--- src/rtl/led_matrix_bitplane_scan_driver_assert.svh ---
// Assertion macros for the LED matrix bit-plane scan driver.
`ifndef LED_MATRIX_BITPLANE_SCAN_DRIVER_ASSERT_SVH
`define LED_MATRIX_BITPLANE_SCAN_DRIVER_ASSERT_SVH
`ifndef SYNTHESIS
`define LMBSD_ASSERT_IMP(label, ante, cons) \
	label: assert property (@(posedge clk) disable iff (!arst_n) (ante) |-> (cons)) \
		else $error("lmbsd: assertion failed");
`define LMBSD_ASSERT_NXT(label, ante, cons) \
	label: assert property (@(posedge clk) disable iff (!arst_n) (ante) |=> (cons)) \
		else $error("lmbsd: assertion failed");
`else
`define LMBSD_ASSERT_IMP(label, ante, cons)
`define LMBSD_ASSERT_NXT(label, ante, cons)
`endif
`endif

--- src/rtl/lmbsd_pkg.sv ---
// Shared types and constants of the LED matrix bit-plane scan driver.
package lmbsd_pkg;

	localparam int PANEL_WIDTH_DEF  = 64;
	localparam int SCAN_ROWS_DEF    = 16;
	localparam int COLOR_BITS_DEF   = 4;
	localparam int PALETTE_SIZE_DEF = 256;

	localparam int OP_W       = 3;
	localparam int SLOT_W     = 8;
	localparam int RGB_W      = 16;
	localparam int X_W        = 6;
	localparam int Y_W        = 5;
	localparam int IDX_W      = 8;
	localparam int SLOT_LSB   = 0;
	localparam int RGB_LSB    = SLOT_LSB + SLOT_W;
	localparam int X_LSB      = RGB_LSB + RGB_W;
	localparam int Y_LSB      = X_LSB + X_W;
	localparam int IDX_LSB    = Y_LSB + Y_W;
	localparam int IN_DATA_W  = 48;

	localparam int ROW_ADDR_W = 4;
	localparam int OUT_PAD_W  = 3;
	localparam int OUT_DATA_W = 16;

	localparam int CFG_IDX_W  = 1;
	localparam int CFG_DATA_W = 16;
	localparam int BASE_W     = 16;

	typedef enum logic [OP_W-1:0] {
		OP_PALETTE = 3'd0,
		OP_PIXEL   = 3'd1,
		OP_COMMIT  = 3'd2,
		OP_TICK    = 3'd3,
		OP_START   = 3'd4,
		OP_STOP    = 3'd5
	} op_t;

	typedef enum logic [CFG_IDX_W-1:0] {
		REG_BASE_PERIOD = 1'b0,
		REG_SWAP_GB     = 1'b1
	} reg_idx_t;

	typedef enum logic [2:0] {
		ST_CLEAR,
		ST_IDLE,
		ST_EXEC,
		ST_PIX_WR,
		ST_SHIFT,
		ST_STOP
	} state_t;

endpackage

--- src/rtl/lmbsd_quant.sv ---
// RGB565 to rounded per-channel levels for palette entries.
module lmbsd_quant #(
	parameter int COLOR_BITS = lmbsd_pkg::COLOR_BITS_DEF
) (
	input  logic [lmbsd_pkg::RGB_W-1:0] rgb565,
	input  logic                        swap_green_blue,
	output logic [3*COLOR_BITS-1:0]     levels
);
	import lmbsd_pkg::*;

	localparam int LW     = COLOR_BITS;
	localparam int NUM_W  = 14;
	localparam int MUL_W  = 15;
	localparam int PROD_W = NUM_W + MUL_W;
	localparam int SHIFT5 = 18;
	localparam int SHIFT6 = 20;
	localparam logic [NUM_W-1:0] LEVEL_MAX = NUM_W'((1 << LW) - 1);
	localparam logic [NUM_W-1:0] HALF5  = 14'd15;
	localparam logic [NUM_W-1:0] HALF6  = 14'd31;
	// reciprocals of 31 and 63, exact over the whole numerator range
	localparam logic [MUL_W-1:0] RECIP5 = 15'd8457;
	localparam logic [MUL_W-1:0] RECIP6 = 15'd16645;

	logic [NUM_W-1:0]  red_num;
	logic [NUM_W-1:0]  green_num;
	logic [NUM_W-1:0]  blue_num;
	logic [PROD_W-1:0] red_prod;
	logic [PROD_W-1:0] green_prod;
	logic [PROD_W-1:0] blue_prod;
	logic [LW-1:0]     red_lv;
	logic [LW-1:0]     green_lv;
	logic [LW-1:0]     blue_lv;

	always_comb begin
		red_num    = NUM_W'(rgb565[15:11]) * LEVEL_MAX + HALF5;
		green_num  = NUM_W'(rgb565[10:5]) * LEVEL_MAX + HALF6;
		blue_num   = NUM_W'(rgb565[4:0]) * LEVEL_MAX + HALF5;
		red_prod   = PROD_W'(red_num) * PROD_W'(RECIP5);
		green_prod = PROD_W'(green_num) * PROD_W'(RECIP6);
		blue_prod  = PROD_W'(blue_num) * PROD_W'(RECIP5);
		red_lv     = red_prod[SHIFT5 +: LW];
		green_lv   = green_prod[SHIFT6 +: LW];
		blue_lv    = blue_prod[SHIFT5 +: LW];
		levels     = swap_green_blue ? {red_lv, blue_lv, green_lv}
		                             : {red_lv, green_lv, blue_lv};
	end

endmodule

--- config.mk ---
export PLATFORM = sky130hd
export DESIGN_NAME = lmbsd_quant
export DESIGN_NICKNAME = d
export VERILOG_FILES = /design/src/rtl/led_matrix_bitplane_scan_driver_assert.svh /design/src/rtl/lmbsd_pkg.sv /design/src/rtl/lmbsd_quant.sv
export SDC_FILE = /design/constraint.sdc
export NUM_CORES = 1
export LEC_CHECK = 0
export ABC_AREA = 1
export BUFFER_PORTS_ARGS = -buffer_cell sky130_fd_sc_hd__buf_4
export CAP_MARGIN = 20
export CORE_UTILIZATION = 30
export DETAILED_ROUTE_END_ITERATION = 8
export PLACE_DENSITY_LB_ADDON = 0.05
export SLEW_MARGIN = 10
export SYNTH_ARGS = -nofsm -noshare
export SYNTH_HDL_FRONTEND = slang
export SYNTH_SLANG_ARGS = --single-unit
--- constraint.sdc ---
create_clock -name vclk -period 9.15
set_input_delay 0.915 -clock vclk [all_inputs]
set_output_delay 0.915 -clock vclk [all_outputs]
set_load 0.01 [all_outputs]
==> results.md <==
* Post-CTS setup buffers at 0
* Post_cts resized at 0
* Setup crit end kind: output pin
* Syn_nets at about 1.1k
* Nets at about 1.1k
* Crit path launch type: primary input
* Status: finished clean
* Number of max-cap violations at 0
* Iter 0 DRT Violations at 112
* Share of the synthesized area in the top cell type at 0.441
* Pin count of the biggest net entering global routing at 10
* Post-DP HPWL at 12,100 um
* Max_slew headroom at 0.601
* Final wirelength at approximately 13,000 um
* Syn-to-layout area delta at 8.71%
* Mapped Area at 0.00570 mm^2
* Die Height at approximately 140 um
* Seq/Total Area, Yosys at 0
* CP peak stage delay at around 0.54 ns
* Count leader, synth: ha_1
* DR vias/cell at roughly 4.6
* Critical Path AT at between 6 and 7 ns
* Slew Viols, Final at 0
* Min Clock Period, post-route at 7.41 ns
* Delay-heaviest family, CP: adder cells
* RSZ-0062 raised after global routing: no
* Yosys warning total at 0
* Mean Syn Cell Area at approximately 7.0 um^2
* Total grt overflow at 0
* Port Buf Inserts at 29
* WP data required at about 8 ns
* First-pass detailed-route iteration total at 4
* Achievable Freq at 135 MHz
* CP max-delay cell: fa_1
* Hold Path Class: primary input to output pin
* Gpl congestion at about 0.82
* # DRC at 0
* CP most frequent cell: nand2_1
* Vias at ~5.0k
* Fin Setup TNS at 0 ns
* Synth area leaders: ha_1 (44%), nand2_1 (12%), inv_1 (11%)
* CP bufs+invs at 8
* Final Cycle Share at 0.810
* Vias in the first global route at 5,200
* Distinct cell type count after synthesis at 29
* Commonest cells post-synth: ha_1 (201), nand2_1 (187), inv_1 (165)
* Final setup vio count at 0
* I/O pins at 29
* Syn Inst Count at between 800 and 900
* Fillers at between 2k and 2.5k
* Routed len/inst at 12.0 um
* # clk buffers at 0
* Final hold violations at 0
* Global-route usage over all layers at 0.140
* Hold buffers post-CTS at 0
* Sequential Area at 0 um^2
* Hold_sp: swap_green_blue
* First-pass GRT wire length at ~23,000 um
* Row count at 50
* # diodes at 0
* DIE AREA at 0.0196 mm^2
* Yosys top cell by area: ha_1
* DRT antenna net count at 0
* Hold Path Stages at 4
* Crit Path Class: primary input to output pin
* Critical Path Stages at 35
* Critical path peak fanout at 4
* Hold endpoint: levels[7]
* Die W at 140 um
* Slew @ Worst Pin at a little under 0.6 ns
* Initial antenna violation count at 0
* Worst hold slack at roughly 2.2 ns
* Core ar. at roughly 0.019 mm^2
* Share of cells above drive strength 1 at 0.0594
* Sequential cells at 0
* Initial Util at 0.306
[worst max path at each step]
stage              start   endpoint
2_1_floorplan  rgb565[8]  levels[7]
3_3_place_gp   rgb565[8]  levels[3]
3_5_place_dp   rgb565[8]  levels[3]
4_1_cts        rgb565[8]  levels[3]
5_1_grt        rgb565[8]  levels[7]
6_report       rgb565[8]  levels[3]
[layout make-up]
cell class / count / area (um^2) / area share
Inverter: 171 / 642 / 0.104
Timing Repair Buffer: 29 / 218 / 0.0351
Tap cell: 234 / 293 / 0.0472
Multi-Input combinational cell: 642 / 5050 / 0.814
[through the flow]
| step | utilization | cell area, um^2 | instances | setup slack [ns] |
|---|---|---|---|---|
| global route | 0.333 | 6200 | 1076 | 1.16 |
| global placement | 0.333 | 6200 | 1076 | 1.73 |
| detailed placement | 0.333 | 6200 | 1076 | 1.69 |
| floorplan | - | 5700 | 814 | 2.40 |
| finish | 0.333 | 6200 | 1076 | 1.74 |
| CTS | 0.333 | 6200 | 1076 | 1.68 |
[cell families (layout without fill, tap and decap cells)]
logic type / count (synthesis) / count (layout) / share of synthesized area
xor+xnor: 18 / 18 / 0.0276
simple gates: 320 / 320 / 0.239
fa+ha+maj: 231 / 231 / 0.546
compound gates: 73 / 73 / 0.0722
buf+inv: 172 / 200 / 0.115
[cell usage in the layout, fill, tap and decap left out, types with 4 or more instances in the layout]
master    synthesis  routed
inv_2             6       6
xnor2_1           4       4
nor2_2            5       5
nor3_1            4       4
nand4_1           7       7
nand2_2           4       4
fa_1             30      30
inv_1           165     165
nor2_1           48      48
nand2_1         187     187
a21oi_1          40      40
xor2_1           14      14
ha_1            201     201
o21ai_0          16      16
buf_4             0      29
o21bai_1          4       4
nand3_1          53      53
[layer usage]
metal,share of wire,track usage,vias up
met2,0.49,0.263,37
met5,0,0,-
met1,0.50,0.189,2228
li1,-,-,2685
met4,0,0.00231,0
met3,0.012,0,0
[worst min-delay path, cell delays in order]
cell and delay [ns]:
buf_4 0.13, nand3_1 0.09, nand2_1 0.06, buf_4 0.11
Power is left out: the tool's default activity adds up to more than one toggle a clock period on the data nets, which glitch-free logic cannot reach.
